==> config.mk <==
export PLATFORM = sky130hd
export DESIGN_NAME = rv64ex_muldiv
export DESIGN_NICKNAME = d
export VERILOG_FILES = /design/src/rtl/rv64ex_pkg.sv /design/src/rtl/rv64ex_muldiv.sv
export SDC_FILE = /design/constraint.sdc
export NUM_CORES = 2
export LEC_CHECK = 0
export ABC_AREA = 1
export BUFFER_PORTS_ARGS = -buffer_cell sky130_fd_sc_hd__buf_4
export CAP_MARGIN = 25
export CORE_MARGIN = 3
export CORE_UTILIZATION = 32
export DETAILED_ROUTE_END_ITERATION = 12
export PLACE_DENSITY_LB_ADDON = 0.25
export SETUP_SLACK_MARGIN = 0.05
export SLEW_MARGIN = 25
export SYNTH_ARGS = -nofsm -noshare
export SYNTH_HDL_FRONTEND = slang
export SYNTH_SLANG_ARGS = --single-unit
==> constraint.sdc <==
create_clock -name clk -period 21.6 [get_ports clk]
set_input_delay 1.08 -clock clk [delete_from_list [all_inputs] [get_ports clk]]
set_output_delay 1.08 -clock clk [all_outputs]
set_load 0.02 [all_outputs]
==> src/rtl/rv64ex_pkg.sv <==
// ============================================================================
// rv64ex_pkg - shared definitions of the RV64IM execute block
// Opcodes, CSR addresses, status masks, result codes and the request type
// of the iterative multiply/divide unit.
// ============================================================================
`default_nettype none

package rv64ex_pkg;

	localparam int unsigned XLEN = 64;

	// Major opcodes
	localparam logic [6:0] OPC_AUIPC  = 7'h17;
	localparam logic [6:0] OPC_LUI    = 7'h37;
	localparam logic [6:0] OPC_OP     = 7'h33;
	localparam logic [6:0] OPC_OP32   = 7'h3B;
	localparam logic [6:0] OPC_LOAD   = 7'h03;
	localparam logic [6:0] OPC_OPIMM  = 7'h13;
	localparam logic [6:0] OPC_OPIMM32 = 7'h1B;
	localparam logic [6:0] OPC_JALR   = 7'h67;
	localparam logic [6:0] OPC_STORE  = 7'h23;
	localparam logic [6:0] OPC_BRANCH = 7'h63;
	localparam logic [6:0] OPC_JAL    = 7'h6F;
	localparam logic [6:0] OPC_SYSTEM = 7'h73;
	localparam logic [6:0] OPC_CUSTOM3 = 7'h7B;
	localparam logic [6:0] OPC_FENCE  = 7'h0F;
	localparam logic [6:0] OPC_BRKALT = 7'h6B;

	// Exact instruction words
	localparam logic [31:0] WORD_EBREAK  = 32'h0010_0073;
	localparam logic [31:0] WORD_ECALL   = 32'h0000_0073;
	localparam logic [31:0] WORD_MRET    = 32'h3020_0073;
	localparam logic [31:0] WORD_FENCE_I = 32'h0000_100F;

	// funct7 codes
	localparam logic [6:0] F7_BASE = 7'h00;
	localparam logic [6:0] F7_ALT  = 7'h20;
	localparam logic [6:0] F7_MULDIV = 7'h01;

	// Machine CSR addresses
	localparam logic [11:0] CSR_MTVEC    = 12'h305;
	localparam logic [11:0] CSR_MCAUSE   = 12'h342;
	localparam logic [11:0] CSR_MSTATUS  = 12'h300;
	localparam logic [11:0] CSR_MEPC     = 12'h341;
	localparam logic [11:0] CSR_MIE      = 12'h304;
	localparam logic [11:0] CSR_MIP      = 12'h344;
	localparam logic [11:0] CSR_MSCRATCH = 12'h340;

	// mstatus bits and masks
	localparam int unsigned ST_MIE_BIT  = 3;
	localparam int unsigned ST_MPIE_BIT = 7;
	localparam logic [63:0] ST_MPP_CLEAR = 64'hFFFF_FFFF_FFFF_E7FF;
	localparam logic [63:0] ST_MPP_SET   = 64'h0000_0000_0000_1800;
	localparam logic [63:0] ST_KEEP_MASK = 64'h7FFF_FFFA_0002_1888;

	// CSR operation codes, funct3 bits 1:0
	localparam logic [1:0] CSROP_RW = 2'd1;
	localparam logic [1:0] CSROP_RS = 2'd2;
	localparam logic [1:0] CSROP_RC = 2'd3;

	// Memory request kinds
	localparam logic [1:0] MEM_NONE  = 2'd0;
	localparam logic [1:0] MEM_LOAD  = 2'd1;
	localparam logic [1:0] MEM_STORE = 2'd2;

	// Status codes
	localparam logic [1:0] STAT_OK      = 2'd0;
	localparam logic [1:0] STAT_EBREAK  = 2'd1;
	localparam logic [1:0] STAT_ILLEGAL = 2'd2;
	localparam logic [1:0] STAT_ECALL   = 2'd3;

	// Multiply/divide operations, in funct3 order
	typedef enum logic [2:0] {
		MD_MUL, MD_MULH, MD_MULHSU, MD_MULHU, MD_DIV, MD_DIVU, MD_REM, MD_REMU
	} md_op_t;

	typedef struct packed {
		logic   start;
		md_op_t op;
	} md_req_t;

	function automatic logic [63:0] sx32(input logic [63:0] v);
		return {{32{v[31]}}, v[31:0]};
	endfunction

endpackage

`default_nettype wire

==> src/rtl/rv64ex_muldiv.sv <==
// ============================================================================
// rv64ex_muldiv - iterative multiply/divide unit
// One bit per cycle: shift-add multiply and restoring divide, 64 steps.
// ============================================================================
`default_nettype none

module rv64ex_muldiv
	import rv64ex_pkg::*;
(
	input  wire logic        clk,
	input  wire logic        arst_n,
	input  wire md_req_t     req,
	input  wire logic [63:0] a,
	input  wire logic [63:0] b,
	output logic             done,
	output logic [63:0]      result
);

	typedef enum logic [1:0] {S_IDLE, S_RUN, S_DONE} state_t;

	state_t      state_q;
	md_op_t      op_q;
	logic [63:0] a_q, b_q, dv_q, acc_q, lo_q;
	logic [5:0]  cnt_q;
	logic        na_q, nb_q;

	logic        is_div, sgn;
	logic [63:0] ma, mb;
	logic [64:0] msum, shifted, diff;

	assign is_div = (req.op == MD_DIV) || (req.op == MD_DIVU) || (req.op == MD_REM)
		|| (req.op == MD_REMU);
	assign sgn    = (req.op == MD_DIV) || (req.op == MD_REM);
	assign ma     = (sgn && a[63]) ? 64'd0 - a : a;
	assign mb     = (sgn && b[63]) ? 64'd0 - b : b;

	assign msum    = {1'b0, acc_q} + (lo_q[0] ? {1'b0, dv_q} : 65'd0);
	assign shifted = {acc_q, lo_q[63]};
	assign diff    = shifted - {1'b0, dv_q};

	always_ff @(posedge clk or negedge arst_n) begin
		if (!arst_n) begin
			state_q <= S_IDLE;
		end else begin
			unique case (state_q)
				S_IDLE: begin
					if (req.start) begin
						state_q <= S_RUN;
						op_q    <= req.op;
						a_q     <= a;
						b_q     <= b;
						na_q    <= sgn && a[63];
						nb_q    <= sgn && b[63];
						acc_q   <= 64'd0;
						lo_q    <= is_div ? ma : a;
						dv_q    <= is_div ? mb : b;
						cnt_q   <= 6'd63;
					end
				end
				S_RUN: begin
					if (op_q == MD_MUL || op_q == MD_MULH || op_q == MD_MULHSU
						|| op_q == MD_MULHU) begin
						acc_q <= msum[64:1];
						lo_q  <= {msum[0], lo_q[63:1]};
					end else begin
						acc_q <= diff[64] ? shifted[63:0] : diff[63:0];
						lo_q  <= {lo_q[62:0], ~diff[64]};
					end
					cnt_q <= cnt_q - 6'd1;
					if (cnt_q == 6'd0) begin
						state_q <= S_DONE;
					end
				end
				S_DONE: begin
					state_q <= S_IDLE;
				end
				default: begin
					state_q <= S_IDLE;
				end
			endcase
		end
	end

	assign done = (state_q == S_DONE);

	always_comb begin
		unique case (op_q)
			MD_MUL:    result = lo_q;
			MD_MULH:   result = acc_q - (a_q[63] ? b_q : 64'd0) - (b_q[63] ? a_q : 64'd0);
			MD_MULHSU: result = acc_q - (a_q[63] ? b_q : 64'd0);
			MD_MULHU:  result = acc_q;
			MD_DIV:    result = (b_q == 64'd0) ? '1 : ((na_q ^ nb_q) ? 64'd0 - lo_q : lo_q);
			MD_DIVU:   result = lo_q;
			MD_REM:    result = na_q ? 64'd0 - acc_q : acc_q;
			MD_REMU:   result = acc_q;
			default:   result = lo_q;
		endcase
	end

endmodule

`default_nettype wire

; ---- Word-level counts from Yosys, hierarchy flattened
; Index checks and enable logic that the tools add are counted.
[op_classes]
muxes = 23
magnitude_cmp = 0
n_shift = 0
n_div = 0
n_eq_ne = 15
bitwise_logic = 2
mul = 0
add_sub_neg = 9
reduce_logical = 19
[ops]
columns = cell, count
row1 = 64-bit two-way mux, 15
row2 = 64-bit case mux with 6 select lines, 1
row3 = 64-bit case mux with 2 select lines, 2
row4 = 1-bit by 64-bit subtractor with 64-bit output (first input constant), 4
row5 = 64-bit subtractor, 2
row6 = 64-bit by 64-bit adder with 65-bit output, 1
row7 = 65-bit by 64-bit subtractor with 65-bit output, 1
row8 = 64-bit zero test, 1
row9 = 3-bit equality test (second input constant), 8
row10 = 6-bit case mux with 2 select lines, 1
row11 = 1-bit logical OR, 7
row12 = 3-bit by 2-bit equality test with 1-bit output (second input constant), 2
row13 = 6-bit zero test, 1
row14 = 6-bit two-way mux, 1
row15 = 3-bit AND reduction, 2
row16 = 6-bit by 1-bit subtractor with 6-bit output (second input constant), 1
row17 = 2-bit two-way mux, 2
row18 = 2-bit inequality test (second input constant), 2
row19 = 2-bit case mux with 2 select lines, 1
row20 = 2-bit OR reduction, 2
row21 = 3-bit by 1-bit equality test with 1-bit output (second input constant), 1
row22 = 3-bit zero test, 1
row23 = 2-bit by 1-bit equality test with 1-bit output (second input constant), 1
row24 = 2-bit equality test (second input constant), 1
row25 = other kinds (6), 7
[word_totals]
out_inout_bits = 65
mem_bits_rw = 0
romBits = 0
latch_bits = 0
inputBits = 134
reg_bits = 333
n_memories = 0
wordCells = 78

; ---- Longest topological paths before layout
[depth]
word_depth = 7
depth_mapped = 35
ltp_nobuf = 34

; ---- Worst setup path after synthesis
; OpenSTA, ideal clock, no wires.
[synth_timing]
path_kind = in2reg
startpoint = input req[3] in the netlist's numbering
endpoint = register a_q[0], enable pin
path_slack_ns = 11.560
n_path_buf = 0
path_stages = 2
setup_time_ns = 0.755
required_time_ns = 20.845
arrival_time_ns = 9.285
cell_sequence = nand2_1 -> nor2_1
[synth_via]
elab_chain_len = 1
[synth_lines]
columns = element, line_no
row1 = start: declaration, rv64ex_muldiv.sv:12  ; input wire md_req_t req,
row2 = 3-bit AND reduction (no source line), --
row3 = end signal: assignment, rv64ex_muldiv.sv:50  ; a_q <= a;
row4 = end: declaration, rv64ex_muldiv.sv:23  ; logic [63:0] a_q, b_q, dv_q, acc_q, lo_q;
; Every way passes these cells.
; A chain may end at the register's enable or synchronous reset.

; ---- Final worst setup path
[layout_timing]
startpoint = register a_q[63]
endpoint = output result[61]
[layout_via]
elab_chain_len = 4
[layout_lines]
columns = element, line_no
row1 = 64-bit two-way mux (*), "rv64ex_muldiv.sv:89, rv64ex_muldiv.sv:90"
row2 = 64-bit subtractor (*), "rv64ex_muldiv.sv:89, rv64ex_muldiv.sv:90"
row3 = 64-bit subtractor, rv64ex_muldiv.sv:89  ; MD_MULH: result = acc_q - (a_q[63] ? b_q : 64'd0) - (b_q[63] ? a_q : 64'd0);
row4 = 64-bit case mux with 6 select lines (*), rv64ex_muldiv.sv:87  ; unique case (op_q)
row5 = end: declaration, rv64ex_muldiv.sv:16  ; output logic [63:0] result
; Mark *: on every way between the ends. The rest lies on a longest branch, timed or not.

==> impl_metrics.tcl <==
set metrics [dict create \
    status "completed" \
    powerDensity_nw_per_um2 191 \
    gp_congestion 1.06 \
    vias_per_cell 5.71 \
    setup-violations-final 0 \
    swShare_pct 62.5 \
    p_leak_nw 21.6 \
    worstSkewPairLatency_ns 0.63 \
    hold_buffers 0 \
    avgSynthCellArea_um2 6.22 \
    worst_slew_pin_slew_ns 1.22 \
    p_int_w 0.00336 \
    synth_area_leaders "edfxtp_1 (24%), nand2_1 (15%), inv_1 (9.5%)" \
    slowest_delay_ns 0.90 \
    cp_top_family "simple AND/OR/NAND/NOR gates" \
    drt-pass1-iter-count 6 \
    yosysSeqAreaShare_pct 24.0 \
    grt_max_degree 135 \
    cts_setup_buffers 0 \
    p_comb_share_pct 77.6 \
    hpwl_mm 204 \
    cts_buffer_depth 3 \
    period_minus_slack_ns 7.74 \
    grt_pass1_wl_mm 338 \
    syn_nets 7070 \
    setup_tns_ns 0 \
    pwr-share-clk_pct 8.6 \
    layout-drive-gt1-share_pct 7.19 \
    netlist_area_um2 41500 \
    cp-end-kind "output port" \
    finalHoldWorstSlack_ns 0.236 \
    max_freq_ghz 0.129 \
    cp-start-kind "flip-flop" \
    grt_pass1_vias 46138 \
    final_common_cell "nand2_1" \
    wl_per_cell_um 28.2 \
    synth_flop_cell "edfxtp_1" \
    boundaryPins 199 \
    antenna_left 0 \
    slew_headroom_pct 17.6 \
    layout.nets 7248 \
    cts_buffers 44 \
    yosysUniqueCellTypes 63 \
    yosys_register_bits 332 \
    clockRootBuffer "clkbuf_16" \
    switching_power_w 0.00560 \
    fp.dieArea_um2 134000 \
    yosysWarnings 0 \
    path_max_fanout 64 \
    yosys.area.top_type_share_pct 23.9 \
    syn_inst 6677 \
    rows 131 \
    die_y_um 366 \
    yosys.area.top_type "edfxtp_1" \
    period_share_pct 35.8 \
    max-vdd-ir-drop_v 0.0000678 \
    core_um2 128000 \
    worstPathArrival_ns 6.66 \
    drv_slew 0 \
    worstHoldPathType "input port to asynchronous set/reset pin" \
    critPathKind "flip-flop to output port" \
    layout_common_cells "nand2_1 (1624), inv_1 (1050), nor2_1 (743)" \
    synth-async-reset-ratio_pct 0.602 \
    crit_buf_inv 4 \
    via_count 49214 \
    rsz0062_at_grt "no" \
    finalClockSkew_ns 0.0269 \
    cts_sinks 332 \
    initial_core_util_pct 32.4 \
    worst_ep_required_time_ns 20.52 \
    antenna_found_initial 6 \
    die_x_um 366 \
    port_buffers 198 \
    final_util_pct 36.5 \
    synth-edff-count 330 \
    area_delta_synth_final_pct 12.7 \
    path_clk_slew_ns 0.06 \
    crit_top_cell "nand2_1" \
    cp_slowest_cell "xor2_1" \
    hold_violations 0 \
    ctsResizeCount 0 \
    cts.htree.levels 2 \
    track_usage_pct 34.8 \
    tritoncts "yes" \
    cap_violations 0 \
    grt-ovfl-total 0 \
    drt_iter0_markers 6109 \
    drt_wl_total_mm 244 \
    drcViolationCount 0 \
    p_seq_share_pct 13.8 \
]
kinds of logic after synthesis:
| family | count (synthesis) | synth area share [%] |
|---|---|---|
| and+or+nand+nor | 3172 | 32.3 |
| AOI/OAI and AO/OA | 1432 | 19.5 |
| buffers and inverters | 1242 | 11.3 |
| DFF | 332 | 24.0 |
| adders and majority gates | 259 | 7.88 |
| xor gates and xnor gates | 240 | 5.06 |
sequential cells by signal, indices dropped and copies added (netlist names):
| signal | count |
|---|---|
| state_q | 2 |
| nb_q | 1 |
| b_q | 64 |
| op_q | 3 |
| dv_q | 63 |
| lo_q | 64 |
| na_q | 1 |
| cnt_q | 6 |
| acc_q | 64 |
| a_q | 64 |
Yosys cell counts (5+ instances only):
master,count
nand2_1,1626
inv_1,1053
nor2_1,744
a21oi_1,612
nand3_1,402
o21ai_0,374
edfxtp_1,330
ha_1,255
xor2_1,158
clkbuf_1,125
nor3_1,105
a31oi_1,92
nand4_1,84
xnor2_1,82
nor4_1,79
o211ai_1,65
o21ai_1,56
or2_2,42
o22ai_1,40
o21a_1,24
buf_1,22
inv_2,22
nand3b_1,22
o21bai_1,20
o2111ai_1,19
a221oi_1,17
buf_2,16
a21o_1,15
nor2_2,15
nor3_2,14
o221ai_1,13
o31ai_1,13
a21boi_0,12
a22oi_1,12
nand2_2,12
a211oi_1,11
and3_1,7
a41oi_1,6
or2_1,5
path summary, 6_finish.rpt:
check / from / to / slack [ns] / depth (start not counted)
min in group clk: cnt_q[5] / state_q[1] / 0.56 / 3
worst max-delay path: a_q[63] / result[61] / 13.86 / 28
worst min-delay path: arst_n / state_q[0] / 0.24 / 1
worst min register to register: cnt_q[5] / state_q[1] / 0.56 / 3
max in group asynchronous: arst_n / state_q[1] / 21.27 / 1
worst max register to register: lo_q[63] / acc_q[34] / 16.49 / 21
metrics by stage:
| stage | std cells | cell area, µm² | total power (W) | setup WS, ns |
|---|---|---|---|---|
| floorplan | 6677 | 41500 | 0.00515 | 11.56 |
| global placement | 8538 | 45300 | 0.00799 | 14.66 |
| detailed placement | 8538 | 45300 | 0.00796 | 14.63 |
| global route | 8616 | 46800 | 0.00945 | 13.58 |
| finish | 8621 | 46800 | 0.00896 | 13.86 |
| CTS | 8616 | 46800 | 0.00876 | 13.94 |
layout make-up:
class / instances / area [µm²]
Fill cell: 14405 / 81400
Inverter: 1077 / 4040
Multi-Input combinational cell: 5103 / 26900
Clock inverter: 29 / 339
Sequential cell: 332 / 9960
Tap cell: 1729 / 2160
Clock buffer: 49 / 1120
Antenna cell: 5 / 12.5
Timing Repair Buffer: 297 / 2240
routing by layer:
layer / wire length, µm / GRT usage (%)
met4: 20600 / 24.0
met3: 21000 / 5.46
met1: 96600 / 44.0
met2: 105000 / 54.3
met5: 14 / 0
power by group through the flow:
| stage | clock network (W) | registers (W) | logic (W) |
|---|---|---|---|
| 2_1_floorplan | 0 | 0.00112 | 0.00403 |
| 3_3_place_gp | 0 | 0.00123 | 0.00676 |
| 3_5_place_dp | 0 | 0.00123 | 0.00673 |
| 4_1_cts | 0.000785 | 0.00122 | 0.00676 |
| 5_1_grt | 0.000807 | 0.00123 | 0.00741 |
| 6_report | 0.000774 | 0.00123 | 0.00695 |
Note: power is estimated with default switching activity, not from simulation.
